===== config.mk =====
export PLATFORM = sky130hd
export DESIGN_NAME = q248_front
export DESIGN_NICKNAME = d
export VERILOG_FILES = /design/src/hdl/q248_pkg.sv /design/src/hdl/q248_front.sv
export SDC_FILE = /design/constraint.sdc
export NUM_CORES = 1
export LEC_CHECK = 0
export BUFFER_PORTS_ARGS = -buffer_cell sky130_fd_sc_hd__buf_2
export CORE_MARGIN = 2
export CORE_UTILIZATION = 53
export DETAILED_ROUTE_END_ITERATION = 7
export HOLD_SLACK_MARGIN = 0.1
export MAX_ROUTING_LAYER = met4
export PLACE_DENSITY = 0.79
export SLEW_MARGIN = 20
export SYNTH_ARGS = -nofsm -noshare
export SYNTH_HDL_FRONTEND = slang
export SYNTH_SLANG_ARGS = --single-unit

===== constraint.sdc =====
create_clock -name aclk -period 3.6 [get_ports aclk]
set_clock_uncertainty 0.1 [all_clocks]
set_input_delay 0.36 -clock aclk [delete_from_list [all_inputs] [get_ports aclk]]
set_output_delay 0.36 -clock aclk [all_outputs]
set_load 0.005 [all_outputs]

===== src/hdl/q248_pkg.sv =====
// Shared types and constants of the Q24.8 fixed-point arithmetic unit.
`default_nettype none
package q248_pkg;

    localparam int WORD_BITS     = 32;
    localparam int FRACTION_BITS = 8;
    localparam int NUM_BITS      = WORD_BITS + FRACTION_BITS;
    localparam int REM_BITS      = WORD_BITS + 1;
    localparam int PROD_BITS     = 2 * WORD_BITS;

    typedef enum logic [3:0] {
        OP_ADD    = 4'd0,
        OP_SUB    = 4'd1,
        OP_MUL    = 4'd2,
        OP_DIV    = 4'd3,
        OP_LT     = 4'd4,
        OP_LE     = 4'd5,
        OP_GT     = 4'd6,
        OP_GE     = 4'd7,
        OP_EQ     = 4'd8,
        OP_NE     = 4'd9,
        OP_MIN    = 4'd10,
        OP_MAX    = 4'd11,
        OP_INC    = 4'd12,
        OP_TO_INT = 4'd13
    } op_t;

    typedef enum logic [1:0] {
        KIND_DONE = 2'd0,
        KIND_MUL  = 2'd1,
        KIND_DIV  = 2'd2
    } kind_t;

    localparam logic [1:0] ST_OK   = 2'd0;
    localparam logic [1:0] ST_DIV0 = 2'd1;
    localparam logic [1:0] ST_SAT  = 2'd2;

    typedef struct packed {
        kind_t                 kind;
        logic                  neg;
        logic [WORD_BITS-1:0]  mag_a;
        logic [WORD_BITS-1:0]  mag_b;
        logic [WORD_BITS-1:0]  value;
        logic                  flag;
        logic [1:0]            status;
    } item_t;

endpackage
`default_nettype wire


===== src/hdl/q248_front.sv =====
// Front end: accepts requests, finishes the simple operations, prepares mul/div.
`default_nettype none
module q248_front (
    input  wire                         aclk,
    input  wire                         aresetn,
    input  wire                         s_valid,
    output logic                        s_ready,
    input  wire  [3:0]                  s_req_type,
    input  wire  [31:0]                 s_operand_a,
    input  wire  [31:0]                 s_operand_b,
    output logic                        f_valid,
    input  wire                         f_ready,
    output q248_pkg::item_t             f_item
);
    import q248_pkg::*;

    logic                 valid_reg, valid_next;
    item_t                item_reg, item_next;
    logic signed [31:0]   a, b;
    logic signed [32:0]   sum_add, sum_sub, sum_inc;
    logic                 a_lt_b, b_lt_a;

    function automatic logic [31:0] sat33(input logic signed [32:0] s);
        sat33 = (s[32] != s[31]) ? (s[32] ? 32'h8000_0000 : 32'h7fff_ffff) : s[31:0];
    endfunction

    assign a       = s_operand_a;
    assign b       = s_operand_b;
    assign sum_add = {a[31], a} + {b[31], b};
    assign sum_sub = {a[31], a} - {b[31], b};
    assign sum_inc = {a[31], a} + 33'sd1;
    assign a_lt_b  = a < b;
    assign b_lt_a  = b < a;

    assign s_ready = !valid_reg || f_ready;
    assign f_valid = valid_reg;
    assign f_item  = item_reg;

    always_comb begin
        item_next        = '0;
        item_next.kind   = KIND_DONE;
        item_next.neg    = a[31] ^ b[31];
        item_next.mag_a  = a[31] ? 32'(-a) : a;
        item_next.mag_b  = b[31] ? 32'(-b) : b;
        unique case (s_req_type)
            OP_ADD: begin
                item_next.value  = sat33(sum_add);
                item_next.status = (sum_add[32] != sum_add[31]) ? ST_SAT : ST_OK;
            end
            OP_SUB: begin
                item_next.value  = sat33(sum_sub);
                item_next.status = (sum_sub[32] != sum_sub[31]) ? ST_SAT : ST_OK;
            end
            OP_INC: begin
                item_next.value  = sat33(sum_inc);
                item_next.status = (sum_inc[32] != sum_inc[31]) ? ST_SAT : ST_OK;
            end
            OP_MUL: item_next.kind = KIND_MUL;
            OP_DIV: begin
                if (b == 32'sd0) begin
                    item_next.status = ST_DIV0;
                end else begin
                    item_next.kind = KIND_DIV;
                end
            end
            OP_LT:  item_next.flag = a_lt_b;
            OP_LE:  item_next.flag = !b_lt_a;
            OP_GT:  item_next.flag = b_lt_a;
            OP_GE:  item_next.flag = !a_lt_b;
            OP_EQ:  item_next.flag = (a == b);
            OP_NE:  item_next.flag = (a != b);
            OP_MIN: item_next.value = b_lt_a ? b : a;
            OP_MAX: item_next.value = b_lt_a ? a : b;
            OP_TO_INT: item_next.value = a >>> FRACTION_BITS;
            default: ;
        endcase
    end

    always_comb begin
        valid_next = valid_reg;
        if (s_ready) begin
            valid_next = s_valid;
        end
    end

    always_ff @(posedge aclk) begin
        if (!aresetn) begin
            valid_reg <= 1'b0;
        end else begin
            valid_reg <= valid_next;
        end
    end

    always_ff @(posedge aclk) begin
        if (s_ready && s_valid) begin
            item_reg <= item_next;
        end
    end

endmodule
`default_nettype wire


==> results by group, run 1 <==
Floorplanning
  – I/O pin cnt: 176
  – Rows: 50
  – Die Wd: 143 µm
  – Initial core utilization: 54.3%
  – Core ar.: 0.0188 mm²
  – Die Ht: 143 µm
  – Die area: 0.0204 mm²

Worst setup path
  – Top delay family on crit path: simple AND/OR/NAND/NOR gates
  – Levels on crit path: 12
  – Crit-path slowest cell: or4_1
  – Kind of critical path: in2reg
  – Critical path capture point type: flop
  – Critical Path Fanout Max: 5
  – Nature of the critical path startpoint: primary input
  – Data arrival, critical path: 3.49 ns
  – CP peak stage delay: 0.58 ns
  – Crit-path cells: buf_2, buf_4, inv_1, ha_1, nand3_1, nand2b_1, nand2b_1, nand2b_1, or4_1, or4_1, or4_1, nor2b_1
  – Reg2Reg Depth: 3
  – WP buf/inv: 3
  – Worst endpoint required time: 3.62 ns

Route
  – DRT Pass-1 Iters: 6
  – WL per Instance: 22.0 µm
  – Post-DRT Antenna Nets: 0
  – Routed vias/inst: 6.06
  – Total Wirelength: 41000 µm
  – DRC Markers: 0
  – Iter 0 DRT Violations: 1267
  – Via count: 11286

GRT
  – Initial antenna violation count: 1
  – GRT Total Usage: 41.3%
  – Vias in the first global route: 10804
  – First-pass GRT wire length: 61900 µm
  – Maximum number of pins on one net before global-route repair: 59
  – Total grt overflow: 0

Yosys
  – Syn Nets: 1352
  – Cell variety after synth: 75
  – Cell Area, Synth: 0.0102 mm²
  – Cell taking the most area after synthesis: edfxtp_1
  – Top-area cell type share of the netlist area: 29.9%
  – Cells after Synth: 1211
  – EDFF count, synth: 102
  – Yosys warns: 0
  – Ranking of synthesized cells by area: edfxtp_1 30%, xnor2_1 9.9%, ha_1 8.2%
  – Yosys reg bits: 103
  – Post-synth top flop: edfxtp_1
  – FFs w/ async S/R, synth: 0%
  – Syn avg cell area: 8.45 µm²
  – Sequential cell area fraction in the yosys report: 30.1%

Clock tree
  – CTS max path bufs: 2
  – Total CTS buffers: 9
  – Sink Count: 103
  – Htree depth: 3
  – Worst-path clk slew: 0.08 ns
  – CTS tree: done
  – Clock latency on the worst-skew pair: 0.36 ns
  – CTS root buffer: clkbuf_16

Placement
  – DP Wirelength: 33200 µm
  – Gpl congestion: 1.06
  – IO Port Bufs: 175
  – Placed cell areas: 0.0133 mm²

Cells and area
  – Most frequent cells in the layout: 282 x buf_4, 175 x buf_2, 115 x xnor2_1, 109 x a21oi_1, 102 x edfxtp_1
  – Post-layout net count: 1738
  – Number of fill cells in the layout: 1490
  – Area Growth Syn to Fin: 35.1%
  – Fin area: 0.0138 mm²
  – Most common cell after layout, fill and taps aside: buf_4
  – Share of cells above drive strength 1: 34.4%

Min path
  – Hold depth: 2
  – HP Class: in2reg

Timing
  – Fin crit share: 96.3%
  – Setup TNS: 0 ns
  – Final Hold Viols: 0
  – Minimum clock period after layout: 3.47 ns
  – Slew @ Worst Pin: 0.859 ns
  – Pins Over Slew Limit: 0
  – Number of setup violations in the final report: 0
  – Rel. slew slack: 42.7%
  – Fmax: 288 MHz

Flow run
  – Max Cap Viol: 0

Pwr
  – Max VDD drop: 0.263 mV
  – Pwr per Cell Area: 325 mW/mm²
  – Pwr Total: 4.49 mW
  – Pint: 2.88 mW
  – Static leakage: 5.93 nW
  – Psw: 1.62 mW
  – Combinational share of power: 42.3%
  – Sequential group share of total power: 33.1%
  – Switching share of power: 36.0%
  – Clock power share: 24.7%

Outcome
  – Status: finished, final reports clean
## stage by stage
stage	setup slack [ns]	util (%)	instances	hold slack, ns
global route	-0.0112	73.4	1863	0.158
finish	0.132	73.4	1863	0.154
global placement	-0.516	70.7	1841	0.413
detailed placement	-0.553	70.7	1841	0.446
floorplan	-0.00994	-	1211	0.359
CTS	0.0102	72.6	1858	0.157
## layout make-up
cell class	count	area [µm²]	area share, %
diodes	1	2.50	0.0181
clock buffers	9	225	1.63
clock inverters	7	95.1	0.688
inverters	72	273	1.97
multi-input cells	948	6730	48.6
flip-flops and latches	103	3080	22.3
well taps	260	325	2.35
repair buffers	463	3100	22.4
## Yosys cell counts (11+ instances only)
cell and count:
xnor2_1 116, a21oi_1 112, edfxtp_1 102, o21ai_0 98
nor2_1 84, inv_1 70, nand2_1 69, ha_1 67
clkbuf_1 61, nand3_1 49, nor3_1 27, xor2_1 27
o31ai_1 24, a221oi_1 21, mux2_2 17, buf_2 16
nand4_1 16, nand2b_1 15, mux2i_1 14, or3_1 13
nor4_1 12, a21o_1 11
## power by group through the flow
stage / Combinational (mW) / Clock, mW / Sequential (mW)
2_1_floorplan: 0.907 / 0 / 1.52
4_1_cts: 1.83 / 1.10 / 1.49
3_3_place_gp: 1.79 / 0 / 1.51
3_5_place_dp: 1.81 / 0 / 1.51
5_1_grt: 2.03 / 1.13 / 1.49
6_report: 1.90 / 1.11 / 1.49
## what timing repair did
item                                    in CTS  in global routing
setup buffers                                1                  3
resized for setup                            7                 23
endpoints found under the setup margin      17                 32
gates cloned                                 0                  1
hold buffers                                 0                  0
hold endpoints to repair                     0                  0
pin swaps                                    4                  6
## final timing paths
path / to / slack [ns] / start
setup reg to reg: f_item[45] / 1.61 / f_valid
setup / recovery: f_item[101] / 0.13 / s_operand_b[0]
hold reg to reg: f_valid / 0.45 / f_valid
hold / removal: f_valid / 0.15 / aresetn
## state kept, by name, indices dropped and copies added, names as in the netlist
register  count
f_item      102
f_valid       1
## layer usage
layer / share of wire (%) / track usage [%] / up-vias
met5: 0 / - / -
met4: 3.3 / 12.8 / 0
met3: 9.2 / 5.57 / 103
met2: 44 / 62.1 / 615
met1: 43 / 57.9 / 5369
li1: - / - / 5199
## kinds of logic (layout without fill, tap and decap cells)
family                     count (synthesis)  count (layout)  synth area share (%)
adders and majority gates                 71              71                  8.78
AOI/OAI and AO/OA                        361             362                  22.5
DFF                                      103             103                  30.1
other                                      0               1                     0
buffers and inverters                    161             551                  6.26
and+or+nand+nor                          341             341                  16.9
xor gates and xnor gates                 143             143                  12.2
muxes                                     31              31                  3.24
(Power assumes the default switching activity.)
==> run 2: changes to the inputs <==
Settings changed: RECOVER_POWER from default to 50.
==> run 2 against run 1 <==
The run now ends with capacitance limit, slew limit left. Count of clock-buffer cells in the layout unchanged. Final cell count is the same. Critical endpoint is now f_item[7]. Die area is the same. Largest power group unchanged. First-iteration DRC count down 5.2%. Critical path depth rose by 3.
==> results by group, run 2 (synthesis results as in run 1) <==
Outcome
  – Status: finished with violations (was finished, final reports clean)
  – Failing checks: capacitance limit, slew limit

Route
  – WL per Instance: 22.0 µm (about the same)
  – Total Wirelength: 41000 µm (about the same)
  – DRT Pass-1 Iters: 6 (unchanged)
  – Via count: 11357 (was 11286)
  – DRC Markers: 0 (unchanged)
  – Post-DRT Antenna Nets: 0 (unchanged)
  – Iter 0 DRT Violations: 1201 (was 1267)
  – Routed vias/inst: 6.10 (was 6.06)

Floorplanning
  – Die area: 0.0204 mm² (unchanged)
  – Core ar.: 0.0188 mm² (unchanged)
  – Initial core utilization: 54.3% (unchanged)
  – Die Wd: 143 µm (unchanged)
  – Die Ht: 143 µm (unchanged)
  – I/O pin cnt: 176 (unchanged)
  – Rows: 50 (unchanged)

Worst setup path
  – Worst endpoint required time: 3.60 ns (was 3.62 ns)
  – WP buf/inv: 5 (was 3)
  – Critical Path Fanout Max: 18 (was 5)
  – Crit Reg-Reg Endpoint: f_item[43] (was f_item[45])
  – Reg2Reg Setup Slack: 1.13 ns (was 1.61 ns)
  – Worst r2r src: f_valid (unchanged)
  – Data arrival, critical path: 3.47 ns (was 3.49 ns)
  – Nature of the critical path startpoint: primary input (unchanged)
  – Crit-path slowest cell: mux2_2 (was or4_1)
  – CP peak stage delay: 0.36 ns (was 0.58 ns)
  – Kind of critical path: in2reg (unchanged)
  – Critical path capture point type: flop (unchanged)
  – Top delay family on crit path: simple AND/OR/NAND/NOR gates (unchanged)
  – Reg2Reg Depth: 3 (unchanged)
  – Crit-path cells: clkbuf_1, ha_1, buf_4, nand4_1, nor4_2, buf_4, and4_1, nor3_1, buf_4, o2111ai_1, o211ai_4, buf_12, mux2_2, a221oi_1, nand3_1 (was buf_2, buf_4, inv_1, ha_1, nand3_1, nand2b_1, nand2b_1, nand2b_1, or4_1, or4_1, or4_1, nor2b_1)
  – Most frequent CP cell: buf_4

Pwr
  – Combinational share of power: 41.9% (was 42.3%)
  – Max VDD drop: 0.264 mV (was 0.263 mV)
  – Pwr Total: 4.48 mW (was 4.49 mW)
  – Pwr per Cell Area: 327 mW/mm² (was 325 mW/mm²)
  – Psw: 1.62 mW (about the same)
  – Switching share of power: 36.2% (was 36.0%)
  – Static leakage: 5.70 nW (was 5.93 nW)
  – Sequential group share of total power: 33.2% (was 33.1%)
  – Clock power share: 24.9% (was 24.7%)
  – Pint: 2.86 mW (was 2.88 mW)

Placement
  – Inst Count DP: 1841 (unchanged)
  – DP Wirelength: 33200 µm (unchanged)
  – Gpl congestion: 1.06 (unchanged)
  – IO Port Bufs: 175 (unchanged)
  – Placed cell areas: 0.0133 mm² (unchanged)

Timing
  – Fin crit share: 96.4% (was 96.3%)
  – Number of setup violations in the final report: 0 (unchanged)
  – Minimum clock period after layout: 3.47 ns (about the same)
  – Rel. slew slack: -19.5% (was 42.7%)
  – Slew @ Worst Pin: 1.79 ns (was 0.859 ns)
  – Final Hold Viols: 0 (unchanged)
  – Pins Over Slew Limit: 32 (was 0)
  – Hold_ws: 0.154 ns (about the same)
  – Fmax: 288 MHz (about the same)

Min path
  – HP Class: in2reg (unchanged)
  – Hold EP: f_valid (unchanged)
  – Hold depth: 2 (unchanged)
  – Hold_sp: aresetn (unchanged)

Cells and area
  – Post-layout net count: 1738 (unchanged)
  – Fin area: 0.0137 mm² (was 0.0138 mm²)
  – Area Growth Syn to Fin: 34.0% (was 35.1%)
  – Number of flip-flops in the largest register: 102 (unchanged)
  – Most frequent cells in the layout: 277 x buf_4, 115 x xnor2_1, 109 x a21oi_1, 102 x edfxtp_1, 100 x buf_2 (was 282 x buf_4, 175 x buf_2, 115 x xnor2_1, 109 x a21oi_1, 102 x edfxtp_1)
  – Share of cells above drive strength 1: 29.5% (was 34.4%)
  – Post-Layout Cell Count: 1863 (unchanged)
  – Most common cell after layout, fill and taps aside: buf_4 (unchanged)

GRT
  – Vias in the first global route: 10804 (unchanged)
  – GRT Total Usage: 41.3% (unchanged)
  – Total grt overflow: 0 (unchanged)
  – Initial antenna violation count: 1 (unchanged)
  – First-pass GRT wire length: 61900 µm (unchanged)
  – Maximum number of pins on one net before global-route repair: 59 (unchanged)

Clock tree
  – Sink Count: 103 (unchanged)
  – Htree depth: 3 (unchanged)
  – CTS tree: done (unchanged)
  – Worst-path clk slew: 0.08 ns (about the same)
  – CTS Hold Bufs: 0 (unchanged)
  – Total CTS buffers: 9 (unchanged)
  – Clock latency on the worst-skew pair: 0.36 ns (about the same)
  – CTS root buffer: clkbuf_16 (unchanged)
  – CTS max path bufs: 2 (unchanged)

Flow run
  – Max Cap Viol: 1 (was 0)
-- run 2: power groups by stage --
stage               Sequential [mW]  Clock, mW  Combinational (mW)
floorplan                      1.52          0               0.907
global placement               1.51          0                1.79
detailed placement             1.51          0                1.81
CTS                            1.49       1.10                1.83
global route                   1.50       1.13                2.01
finish                         1.49       1.11                1.88
-- run 2: final cells by class --
cell class / count / area, µm²
tap: 260 / 325
timing repair buffer: 463 / 2990
multi-input combinational: 948 / 6720
clock inverter: 7 / 95.1
antenna: 1 / 2.50
sequential: 103 / 3080
inverter: 72 / 273
clock buffer: 9 / 225
fill: 1546 / 5120
-- run 2: routing by layer --
metal / GRT usage (%) / share of wire [%] / vias to the layer above / routed length, µm
li1: - / - / 5199 / -
met1: 57.9 / 42 / 5380 / 17100
met2: 62.1 / 45 / 684 / 18300
met3: 5.57 / 11 / 94 / 4450
met4: 12.8 / 2.9 / 0 / 1180
met5: - / 0 / - / 0
-- run 2: stage by stage --
stage	TNS, ns	util, %	setup slack, ns
6_report	0	72.8	0.131
5_1_grt	-0.0112	72.8	-0.0112
4_1_cts	0	72.6	0.0102
3_5_place_dp	-11.18	70.7	-0.553
3_3_place_gp	-8.91	70.7	-0.516
2_1_floorplan	-0.0269	-	-0.00994
-- run 2: how the worst max path moves through the flow --
| stage | end | slack (ns) | cells after the start | start |
|---|---|---|---|---|
| detailed placement | f_item[9] | -0.55 | 16 | s_operand_b[15] |
| floorplan | f_item[11] | -0.01 | 15 | s_operand_a[0] |
| CTS | f_item[7] | 0.01 | 15 | s_operand_b[15] |
| global placement | f_item[9] | -0.52 | 16 | s_operand_b[15] |
| global route | f_item[26] | -0.01 | 17 | s_operand_b[15] |
| finish | f_item[7] | 0.13 | 15 | s_operand_a[1] |
-- run 2: what timing repair did --
action | CTS | global route
gates cloned | 0 | 1
gates resized for setup | 7 | 23
pin swaps | 4 | 6
buffers inserted | 1 | 3
endpoints found under the setup margin | 17 | 32
