## src/hdl/q248_pkg.sv

```systemverilog
// Shared types and constants of the Q24.8 fixed-point arithmetic unit.
`default_nettype none
package q248_pkg;

    localparam int WORD_BITS     = 32;
    localparam int FRACTION_BITS = 8;
    localparam int NUM_BITS      = WORD_BITS + FRACTION_BITS;
    localparam int REM_BITS      = WORD_BITS + 1;
    localparam int PROD_BITS     = 2 * WORD_BITS;

    typedef enum logic [3:0] {
        OP_ADD    = 4'd0,
        OP_SUB    = 4'd1,
        OP_MUL    = 4'd2,
        OP_DIV    = 4'd3,
        OP_LT     = 4'd4,
        OP_LE     = 4'd5,
        OP_GT     = 4'd6,
        OP_GE     = 4'd7,
        OP_EQ     = 4'd8,
        OP_NE     = 4'd9,
        OP_MIN    = 4'd10,
        OP_MAX    = 4'd11,
        OP_INC    = 4'd12,
        OP_TO_INT = 4'd13
    } op_t;

    typedef enum logic [1:0] {
        KIND_DONE = 2'd0,
        KIND_MUL  = 2'd1,
        KIND_DIV  = 2'd2
    } kind_t;

    localparam logic [1:0] ST_OK   = 2'd0;
    localparam logic [1:0] ST_DIV0 = 2'd1;
    localparam logic [1:0] ST_SAT  = 2'd2;

    typedef struct packed {
        kind_t                 kind;
        logic                  neg;
        logic [WORD_BITS-1:0]  mag_a;
        logic [WORD_BITS-1:0]  mag_b;
        logic [WORD_BITS-1:0]  value;
        logic                  flag;
        logic [1:0]            status;
    } item_t;

endpackage
`default_nettype wire

```

## src/hdl/q248_queue.sv

```systemverilog
// Two-entry queue between the front end and the execution pipeline.
`default_nettype none
module q248_queue (
    input  wire                 aclk,
    input  wire                 aresetn,
    input  wire                 wr_valid,
    output logic                wr_ready,
    input  q248_pkg::item_t     wr_item,
    output logic                rd_valid,
    input  wire                 rd_ready,
    output q248_pkg::item_t     rd_item
);
    import q248_pkg::*;

    item_t        mem_reg [2];
    logic         wr_ptr_reg, wr_ptr_next;
    logic         rd_ptr_reg, rd_ptr_next;
    logic [1:0]   count_reg, count_next;
    logic         push, pop;

    assign wr_ready = (count_reg != 2'd2);
    assign rd_valid = (count_reg != 2'd0);
    assign rd_item  = mem_reg[rd_ptr_reg];
    assign push     = wr_valid && wr_ready;
    assign pop      = rd_valid && rd_ready;

    always_comb begin
        wr_ptr_next = wr_ptr_reg ^ push;
        rd_ptr_next = rd_ptr_reg ^ pop;
        count_next  = count_reg + {1'b0, push} - {1'b0, pop};
    end

    always_ff @(posedge aclk) begin
        if (!aresetn) begin
            wr_ptr_reg <= 1'b0;
            rd_ptr_reg <= 1'b0;
            count_reg  <= 2'd0;
        end else begin
            wr_ptr_reg <= wr_ptr_next;
            rd_ptr_reg <= rd_ptr_next;
            count_reg  <= count_next;
        end
    end

    always_ff @(posedge aclk) begin
        if (push) begin
            mem_reg[wr_ptr_reg] <= wr_item;
        end
    end

endmodule
`default_nettype wire

```

## config.mk

```make
export PLATFORM = sky130hd
export DESIGN_NAME = q248_queue
export DESIGN_NICKNAME = d
export VERILOG_FILES = /design/src/hdl/q248_pkg.sv /design/src/hdl/q248_queue.sv
export SDC_FILE = /design/constraint.sdc
export NUM_CORES = 1
export LEC_CHECK = 0
export BUFFER_PORTS_ARGS = -buffer_cell sky130_fd_sc_hd__buf_2
export CAP_MARGIN = 10
export CORE_MARGIN = 4
export CORE_UTILIZATION = 52
export DETAILED_ROUTE_END_ITERATION = 7
export PLACE_DENSITY = 0.79
export SYNTH_ARGS = -nofsm -noshare
export SYNTH_HDL_FRONTEND = slang
export SYNTH_SLANG_ARGS = --single-unit
```

## constraint.sdc

```tcl
create_clock -name aclk -period 4.15 [get_ports aclk]
set_clock_uncertainty 0.2 [all_clocks]
set_input_delay 0.415 -clock aclk [delete_from_list [all_inputs] [get_ports aclk]]
set_output_delay 0.415 -clock aclk [all_outputs]
set_load 0.005 [all_outputs]
```

==> out/results.txt, run 1 <==
Buffers added to address setup during post-CTS repair amount to 0. The average wire length per cell after detail routing was 18.60 um. At the end of routability-driven placement, the weighted congestion stood at 0.7500. VDD sags by at most 0.3403 mV. Number of violations reported at the end of detailed-routing iteration 0: 261. Setup repair after global routing left no endpoint under its margin.

The netlist uses 23 different library cells. The run gives 66 as the pin count of the biggest net entering global routing. Power spread over the standard cell area amounts to 531.1 mW/mm^2.

The category of the most critical setup path was reg2out. For this run, the total global-route usage over all layers was measured as 18.08%. For the number of slew-limit violations in the final report, the log shows 0. Commonest non-fill, non-tap cell in the layout: buf_2. In this run, post-CTS repair resized a total of 0 instances. The run gives 346 as the synthesized instance count.

The number of buffers added on ports works out to 209. The worst hold path belongs to the class in2reg. The logs give 9690 um for the detailed placement HPWL and 0 for the DRC violation count after routing.

The flow ran to the end, and the final reports show no timing, DRC or antenna violations. The area growth from synthesis to layout is 36.94%. In this run switching power makes up 23.78% of total power. The hold buffer count at CTS came out at 102. The final hold violation count came out at 0.

The die covers 0.01732 mm^2. The sequential share of the synthesized area came out at 78.36%. CTS placed an instance of clkbuf_16 at the clock tree root. The signal on the critical path passes through buf_4 -> mux2_4 -> buf_2.

In this run the tightest slew margin relative to its limit is 54.65%. The clock network accounts for 31.0% of the total power. The category of the worst setup path launch point was a register. Sequential cells account for 47.0% of the total power.

The die boundary width was 131.6 um. The first-pass GRT wire length was 25300 um; the number of global-route vias before repair was 4670. The worst stage delay on the critical path was 0.59 ns; the number of levels the H-tree was split into was 1. The run gives 0 as the total of max-cap violations. Combinational logic burns 22.1% of the power.

The register bit total from synthesis works out to 209. For this block, the via count after detailed routing is 4344. Synthesis produced a netlist with a net count of 454. The tools report the number of clock buffers inserted by TritonCTS as 21.

The tools report the type of element capturing the critical path as a primary output. The core region is 0.01475 mm^2. The share of the clock period used by the worst path works out to 64.62%. Of all nets on the critical path, the largest fanout is 27.

The logs give 3 for the initial antenna violation count and 53.85% for the starting density of the core. Adding up every negative setup slack in the final design gives 0 ns. The leakage component of the power was 0.004269 uW; the shortest clock period the worst path allows after layout was 2.682 ns. The tools report the cell internal power dissipation as 4404 uW. For this run, the number of Yosys warnings is 0.

During I/O placement, the number of pins put on the boundary was 210. In this run the power spent charging and discharging nets is 1374 uW. The flip-flop count of the largest register, all copies and words added works out to 204. The finished layout holds 873 standard cells, fillers aside. After synthesis the cells add up to 0.007945 mm^2.

The number of setup violations in the final report was 0. Row generation in the floorplan step produced 44 rows. For the worst setup path, the data arrival time is 2.07 ns. TritonCTS built the clock tree. For this run, the top clock speed supported by timing is 0.3729 GHz.

Required time of the critical path: 3.53 ns. In the final layout, the share of cells above drive strength 1 is 50.80%. The floorplan step set the die height to 131.6 um.

Dividing the synthesized area by the synthesized cell count gives 22.96 um^2. The source-to-sink clock delay at the later pin of the worst-skew pair is 0.48 ns, and the final layout net count is 781. The critical-path cell with the highest stage delay is dfxtp_4. Once detail routing completed, the nets flagged for antenna violations numbered 0. The first detailed-routing pass took 5 iterations. For this run the aggregate overflow at the end of global routing stands at 0.

In this run the deepest clock path goes through 3 buffers. At the pin with the least slew margin, the transition time is 0.6802 ns. The number of clock sinks seen by CTS was 209; the detailed-route vias per instance was 4.976. The number of placed instances, taps included, is 732. After clock tree synthesis, the clock-pin slew on the worst setup and hold paths is 0.06 ns. The final layout contains routed wiring with a total length of 16240 um. In the layout the commonest cells are buf_2 (209), edfxtp_1 (204), dlygate4sd3_1 (102), mux2_4 (80), mux2_2 (22).
## synthesized netlist by cell type
master	number	area, um^2
dfxtp_1	5	100.1
nor2_1	2	7.510
or2_2	1	6.260
o21ai_0	2	10.01
mux2_2	22	247.7
nor2b_1	2	12.51
edfxtp_1	204	6126
buf_2	2	10.01
mux2i_1	1	10.01
nand2b_1	2	12.51
buf_4	1	7.510
xnor2_1	1	8.760
and3_1	1	6.260
mux2_4	80	1201
ha_1	2	25.02
inv_1	1	3.750
nand2_1	1	3.750
and2_1	4	25.02
nand3_1	1	5.000
buf_6	8	90.09
a21bo_2	1	10.01
a32oi_1	1	8.760
a211oi_1	1	7.510
## final timing paths
check	startpoint	to	slack, ns	depth (start not counted)
max	register	rd_item[32]	1.47	3
max reg2reg	count_reg[0]	mem_reg[0][26]	1.80	4
min	aresetn	count_reg[0]	0.02	2
min reg2reg	wr_ptr_reg	wr_ptr_reg	0.40	3
## final cells by class
| cell class | instances | area (um^2) |
|---|---|---|
| Sequential cell | 209 | 6230 |
| Timing Repair Buffer | 315 | 2135 |
| Tap cell | 184 | 230.2 |
| Clock inverter | 10 | 103.9 |
| Multi-Input combinational cell | 125 | 1625 |
| Antenna cell | 2 | 5.005 |
| Clock buffer | 27 | 548.0 |
| Inverter | 1 | 3.754 |
| Fill cell | 881 | 3874 |
## critical path, delay by kind of cell (launching register included)
family   cells  cell delay [ns]
buf+inv      2             0.63
mux          1             0.35
flops        1             0.59
## through the flow
| stage | setup slack (ns) | hold WS (ns) | power, uW | instance area (um^2) | util, % |
|---|---|---|---|---|---|
| 2_1_floorplan | 0.3777 | 0.3139 | 3531 | 7945 | - |
| 3_3_place_gp | 1.886 | 0.3698 | 3925 | 9203 | 62.37 |
| 3_5_place_dp | 1.808 | 0.3885 | 3963 | 9203 | 62.37 |
| 4_1_cts | 1.442 | 0.01374 | 5815 | 10880 | 73.71 |
| 5_1_grt | 1.365 | 0.02262 | 6034 | 10880 | 73.74 |
| 6_report | 1.468 | 0.02329 | 5779 | 10880 | 73.74 |
## routing by layer
layer	vias up	global-route usage (%)	share of wire, %
met5	-	0	0.080
met4	2	3.792	0.91
met3	18	5.581	8.5
met2	190	31.89	52
met1	2105	22.13	39
li1	2029	-	-
## kinds of logic after synthesis
group / Yosys count / synth area share, %
compound gates: 5 / 0.4568
flops: 209 / 78.36
xor+xnor: 1 / 0.1103
mux: 103 / 18.36
buf+inv: 12 / 1.402
fa+ha+maj: 2 / 0.3149
simple gates: 14 / 0.9921
## power groups by stage
stage | clock (uW) | combinational [uW] | sequential, uW
after floorplan | 0 | 803 | 2730
after global placement | 0 | 1180 | 2740
after detailed placement | 0 | 1200 | 2760
after CTS | 1820 | 1280 | 2720
after global routing | 1930 | 1370 | 2740
final | 1790 | 1280 | 2710
Note: power is estimated with default switching activity, not from simulation.
==> inputs of run 2 (changes only) <==
- CORE_UTILIZATION: 52 -> 47
- PLACE_DENSITY: 0.79 -> 0.75
- clock period: 4.15 -> 2.3 ns (I/O delays scaled with it)
==> out/results.txt, run 2 (synthesis results as in run 1) <==
The area after detailed placement is 0.009315 mm^2 (+1.2%), and the setup TNS after final layout is 0 ns (unchanged). The average wire length per cell after detail routing works out to 17.96 um (-3.5%). The shortest clock period the worst path allows after layout came out at 2.105 ns. The peak supply drop is 0.7216 mV (+110%). Leaving out fill and tap cells, the most frequent cell in the layout is buf_2.

The run gives 0.49 ns (about the same) as the source-to-sink clock delay at the later pin of the worst-skew pair. The logs give 0 (unchanged) for the final global-route overflow total and 0.4752 GHz for the fmax. The number of nets still failing antenna checks after routing is 0 (unchanged), and the pin count of the biggest net entering global routing is 79 (+20%). Largest buffer count on any clock path: 3 (unchanged). The first-pass GRT wire length was 26260 um (+3.8%). The number of buffers added on ports works out to 209 (unchanged).

Ratio of cells with drive above 1 in the final layout: 50.86% (+0.061 points). STA classifies the critical path endpoint as a primary output. The worst relative slew slack came out at 69.71% (+15 points). The worst stage delay on the critical path came out at 0.41 ns (-0.18 ns). The cell count after placement was 772 (+5.5%); the number of search-and-repair iterations in the first detailed-routing pass was 4 (-1). The tools report the post-placement worst setup slack as 0.3647 ns (-1.444 ns). The run gives 1.67 ns (-0.40 ns) as the data arrival at the endpoint of the critical path. The slowest stage of the critical path belongs to the cell dfxtp_4. For the number of global-route vias before repair, the log shows 5001 (+7.1%).

The worst hold path belongs to the class in2reg. The run gives 67.07% (-6.7 points) as the final core utilization. The number of placement rows was 47 (+6.8%).

The power density normalized to cell area is 979.1 mW/mm^2 (+84%), and the slack of the critical path is 0.1954 ns (-1.273 ns). The area added between synthesis and finish was 40.00%. The run gives 0.01905 mm^2 (+10%) as the die area. The leakage component of the power was 0.004363 uW (+2.2%). The number of clock buffers inserted by TritonCTS was 22 (+4.8%); the clock-pin slew on the worst setup and hold paths was 0.06 ns (about the same).

The run gives 159 (-39%) as the number of violations reported at the end of detailed-routing iteration 0. The final instance count without filler cells was 918 (+5.2%); the height of the die was 138.0 um (+4.9%). The critical path goes through buf_12 -> mux2_4 -> buf_2. For the detailed-route wire length, the log shows 16480 um (+1.5%). The cell sitting at the root of the clock tree is a clkbuf_16. The logs give 0 (unchanged) for the DRC violation count after routing and 209 (unchanged) for the number of clock sinks seen by CTS. The share of the clock period used by the worst path works out to 91.50%. The run finished with clean final reports.

The summed area of non-filler cells in the final layout is 0.01112 mm^2 (+2.2%). The die boundary width was 138.0 um (+4.9%); the overall fraction of global-route tracks in use was 16.84% (-1.2 points). Number of top-level pins: 210 (unchanged).

The run gives 10030 um (+3.6%) as the detailed placement HPWL. The library cells used most frequently in the layout, excluding fill and tap cells, are buf_2 (209), edfxtp_1 (204), dlygate4sd3_1 (104), mux2_4 (80), clkbuf_16 (23). The tools report the number of setup violations in the final report as 0 (unchanged). Setup repair after global routing left no endpoint under its margin.

The core outline area came out at 0.01658 mm^2 (+12%). The worst setup path is of the reg2out kind. Highest fanout seen on the critical path: 34 (+26%). The total of max-cap violations came out at 0 (unchanged).

The flip-flop count of the largest register, all copies and words added was 204 (unchanged). The category of the worst setup path launch point was a register. The logs give 789 (+1.0%) for the final layout net count and 4437 (+2.1%) for the routed via count. The transition time of the tightest slew-check pin was 0.4543 ns (-0.2259 ns); the number of levels the H-tree was split into was 1 (unchanged). For the starting density of the core, the log shows 47.91% (-5.9 points). TritonCTS built the clock tree. The number of slew-limit violations in the final report is 0 (unchanged).

The final RePlAce weighted congestion was 0.7684 (+2.5%). The final hold violation count is 0 (unchanged), and the detailed-route vias per instance is 4.833 (-2.9%). The initial antenna violation count came out at 2 (-1). For the required time of the critical path, the log shows 1.87 ns (-1.66 ns).
-- run 2: per-layer routing --
layer / wire length, um / global-route usage, % / vias up
met1: 6081 / 19.03 / 2183
li1: - / - / 2045
met4: 396 / 4.472 / 0
met3: 1183 / 5.490 / 36
met5: 0 / 0 / -
met2: 8823 / 30.73 / 173
-- run 2: critical path: cells and delay by family (launching register included) --
kind | cells | cell delay [ns]
flip-flops | 1 | 0.41
buffers and inverters | 2 | 0.39
multiplexers | 1 | 0.34
-- run 2: worst paths after layout --
kind / start / endpoint / slack [ns] / cells after the start
min reg2reg: wr_ptr_reg / wr_ptr_reg / 0.40 / 3
min: wr_valid / count_reg[1] / 0.05 / 4
max: register / rd_item[92] / 0.20 / 3
max reg2reg: count_reg[0] / mem_reg[0][41] / 0.34 / 4
-- run 2: layout make-up --
class	count	area, um^2
Inverter	1	3.754
Tap cell	220	275.3
Fill cell	1075	5460
Antenna cell	2	5.005
Sequential cell	209	6230
Timing Repair Buffer	322	2241
Clock buffer	27	590.6
Clock inverter	12	152.6
Multi-Input combinational cell	125	1625
-- run 2: where the power goes --
group          total, uW  switching (uW)  leakage [uW]  internal (uW)
Clock               3590            1330      0.000362           2260
Combinational       2440            1060       0.00205           1390
Sequential          4860             142       0.00195           4720
Total              10900            2530       0.00436           8360
-- run 2: timing repair --
action                                  CTS  global route
resized for setup                         2             0
hold buffers                            104             0
endpoints found under the setup margin   18             0
hold endpoints to repair                209             0
buffers inserted                          1             0
-- run 2: per-stage QoR --
stage | hold WS, ns | power [uW]
2_1_floorplan | 0.1289 | 6344
5_1_grt | 0.07704 | 11370
6_report | 0.05033 | 10890
3_5_place_dp | 0.2215 | 7231
3_3_place_gp | 0.2165 | 7144
4_1_cts | 0.04558 | 10980
==> inputs of run 3 (changes only) <==
- ABC_AREA: not set -> 1
==> out/results.txt, run 3 <==
The flow ran to the end, and the final reports show no timing, DRC or antenna violations. For the number of clock sinks seen by CTS, the log shows 209 (unchanged). Setup repair after global routing left no endpoint under its margin. Highest fanout seen on the critical path: 56 (+65%). For the number of nets still failing antenna checks after routing, the log shows 0 (unchanged). The detailed placement HPWL came out at 9678 um (-3.5%). The category of the worst setup path launch point was a register. The number of global-route vias before repair came out at 4603 (-8.0%). TritonCTS built the clock tree.

The cell at the root of the clock tree is clkbuf_16. The die boundary width came out at 137.8 um (-0.12%). The mean cell area of the mapped netlist is 22.45 um^2 (-2.2%).

The total of max-cap violations is 0 (unchanged), and the transition time of the tightest slew-check pin is 0.6249 ns (+0.1706 ns). The run gives 0.009285 mm^2 (-0.32%) as the area after detailed placement. The commonest cells after synthesis are edfxtp_1 (204), mux2_4 (80), mux2_2 (22), inv_1 (9), nand2_1 (9). The clock-pin slew on the worst setup and hold paths was 0.06 ns (about the same); the buffering stage count on the worst path with inverters included was 2 (unchanged).

The DRC violation count after routing was 0 (unchanged). The summed area of non-filler cells in the final layout was 0.01099 mm^2 (-1.2%); the power density normalized to cell area was 1022 mW/mm^2 (+4.3%). The top-area cell type share of the netlist area was 77.31% (+0.21 points); the number of setup violations in the final report was 0 (unchanged).

The tools report the leakage component of the power as 0.004332 uW (-0.71%). The ratio of cells with drive above 1 in the final layout works out to 50.64% (-0.22 points). The height of the die was 137.8 um (-0.12%).

The cell count after placement is 777 (+0.65%). The tools report the pin count of the biggest net entering global routing as 103 (+30%). The final global-route overflow total came out at 0 (unchanged). The commonest non-fill, non-tap cell in the layout was buf_2. The final layout net count came out at 793 (+0.51%). The antenna diode instance count is 0 (-2). The tools report the starting density of the core as 47.95% (about the same). The logic depth of the worst setup path including buffers works out to 3 (unchanged).

The required time of the critical path came out at 1.87 ns (about the same). The average wire length per cell after detail routing came out at 17.28 um (-3.8%). The count of flip-flops with a built-in enable after synthesis is 204 (unchanged). The number of cells on the worst reg-to-reg path is 10 (+6), and the post-cts resize count is 0 (-2). The logs give 0 (unchanged) for the number of slew-limit violations in the final report and 0.2681 ns (+0.2178 ns) for the final hold slack.

The run gives 0.48 ns (about the same) as the source-to-sink clock delay at the later pin of the worst-skew pair. The tools report the overall fraction of global-route tracks in use as 16.18% (-0.66 points). The post-CTS setup buffer count is 0 (-1), and the number of violations reported at the end of detailed-routing iteration 0 is 239 (+50%). The net count of the mapped netlist was 461 (+1.5%).

The flip-flop count of the largest register, all copies and words added is 204 (unchanged). The tools report the final instance count without filler cells as 919 (+0.11%). The number of top-level pins came out at 210 (unchanged).

Sorting the synthesized cells by area gives the leading types as edfxtp_1 (77%), mux2_4 (15%), mux2_2 (3.1%). The peak supply drop came out at 0.7908 mV (+9.6%). The tools report the number of warnings reported in the yosys synthesis log as 0 (unchanged). Worst relative slew slack: 58.34% (-11 points). Type of element capturing the critical path: a primary output. Shortest clock period the worst path allows after layout: 2.193 ns (+0.08859 ns). The register bit total from synthesis was 209 (unchanged).

The synthesized instance count was 353 (+2.0%); the number of placement rows was 47 (unchanged). The data arrival at the endpoint of the critical path was 1.76 ns (+0.09 ns). The largest total area in the synthesized netlist belongs to edfxtp_1. The logs give 0.01900 mm^2 (-0.25%) for the die area and 0.01652 mm^2 (-0.35%) for the core outline area. The first-pass GRT wire length was 23740 um (-9.6%); the cell depth of the worst hold path was 2 (-2). The tools report the largest buffer count on any clock path as 3 (unchanged). The run gives 21 (-4.5%) as the number of clock buffers inserted by TritonCTS. The slack of the critical path is 0.1069 ns (-0.08860 ns). The leading register cell type out of synthesis is edfxtp_1. For the initial antenna violation count, the log shows 0 (-2).

Broken down by cell family, the worst path's largest delay share belongs to buffers and inverters. The filler cell count is 1096 (+2.0%). The number of buffers added on ports works out to 209 (unchanged). The number of distinct standard cells referenced by the synthesized netlist is 14 (-39%).

The run gives 0 (unchanged) as the final hold violation count. For this design, the slowest cell found on the critical path is mux2_2. From synthesis to final layout, the design area changed by 38.72%. The tools report the routed via count as 4323 (-2.6%). The signal on the critical path passes through buf_12 -> mux2_2 -> buf_2. The number of levels the H-tree was split into was 1 (unchanged); the detailed-route wire length was 15880 um (-3.6%). The number of search-and-repair iterations in the first detailed-routing pass came out at 4 (unchanged). Class of the tightest hold or removal check: in2reg. The detailed-route vias per instance was 4.704 (-2.7%). The post-placement worst setup slack came out at 0.4595 ns (+0.09479 ns). The final RePlAce weighted congestion was 0.6894 (-10%). Share of the clock period used by the worst path: 95.35% (+3.9 points). The synthesized cell area was 0.007924 mm^2 (-0.27%). The share of synthesized registers carrying an async set or reset works out to 0% (unchanged).

The critical path is of the reg2out type. The fmax was 0.4560 GHz (-4.0%); the worst stage delay on the critical path was 0.39 ns (-0.02 ns). The tools report the final core utilization as 66.52% (-0.56 points).

The top cell types in the final layout, fill and taps aside, are buf_2 (209), edfxtp_1 (204), dlygate4sd3_1 (105), mux2_4 (80), mux2_2 (22). The tools report the sequential share of the synthesized area as 78.57% (+0.21 points). Most repeated cell in the gate-level netlist after synthesis: edfxtp_1.
## run 3: layout make-up
class	instances	area, um^2	share of cell area [%]
Clock buffer	21	525.5	4.781
Clock inverter	16	130.1	1.184
Inverter	9	33.78	0.3073
Multi-Input combinational cell	124	1592	14.48
Sequential cell	209	6231	56.69
Tap cell	220	275.3	2.504
Timing Repair Buffer	320	2205	20.06
## run 3: metal layers
| layer | part of all wire (%) | global-route usage [%] |
|---|---|---|
| met1 | 39 | 19.10 |
| met3 | 7.8 | 4.054 |
| met4 | 1.6 | 3.897 |
| met2 | 51 | 29.64 |
| met5 | 0 | 0 |
## run 3: final timing paths
kind,startpoint,end,slack [ns]
worst max register to register,count_reg[1],count_reg[1],0.48
worst min register to register,rd_ptr_reg,register,0.31
worst max-delay path,register,rd_item[14],0.11
worst min-delay path,wr_item[86],mem_reg[0][86],0.27
## run 3: what timing repair did
item | in CTS | in global routing
endpoints found under the hold margin | 209 | 0
hold buffers | 105 | 0
setup endpoints to repair | 0 | 0
## run 3: kinds of logic (layout without fill, tap and decap cells)
logic type	after synthesis	count (layout)	synth area share, %
adder cells (fa/ha/maj)	2	2	0.3158
XOR/XNOR	1	1	0.1106
AND/OR/NAND/NOR	18	18	0.8684
AO/OA/AOI/OAI	1	1	0.06310
multiplexers	102	102	18.29
buffers and inverters	20	366	1.784
flip-flops	209	209	78.57
## run 3: where the power goes
part / switching, uW / internal, uW
clock: 1320 / 1890
sequential: 172 / 4940
combinational: 1320 / 1590
total: 2810 / 8420
## run 3: stage by stage
step	setup TNS (ns)	power [uW]
2_1_floorplan	-58.17	6934
3_3_place_gp	0	7898
3_5_place_dp	0	7984
4_1_cts	0	11350
5_1_grt	0	11760
6_report	0	11230
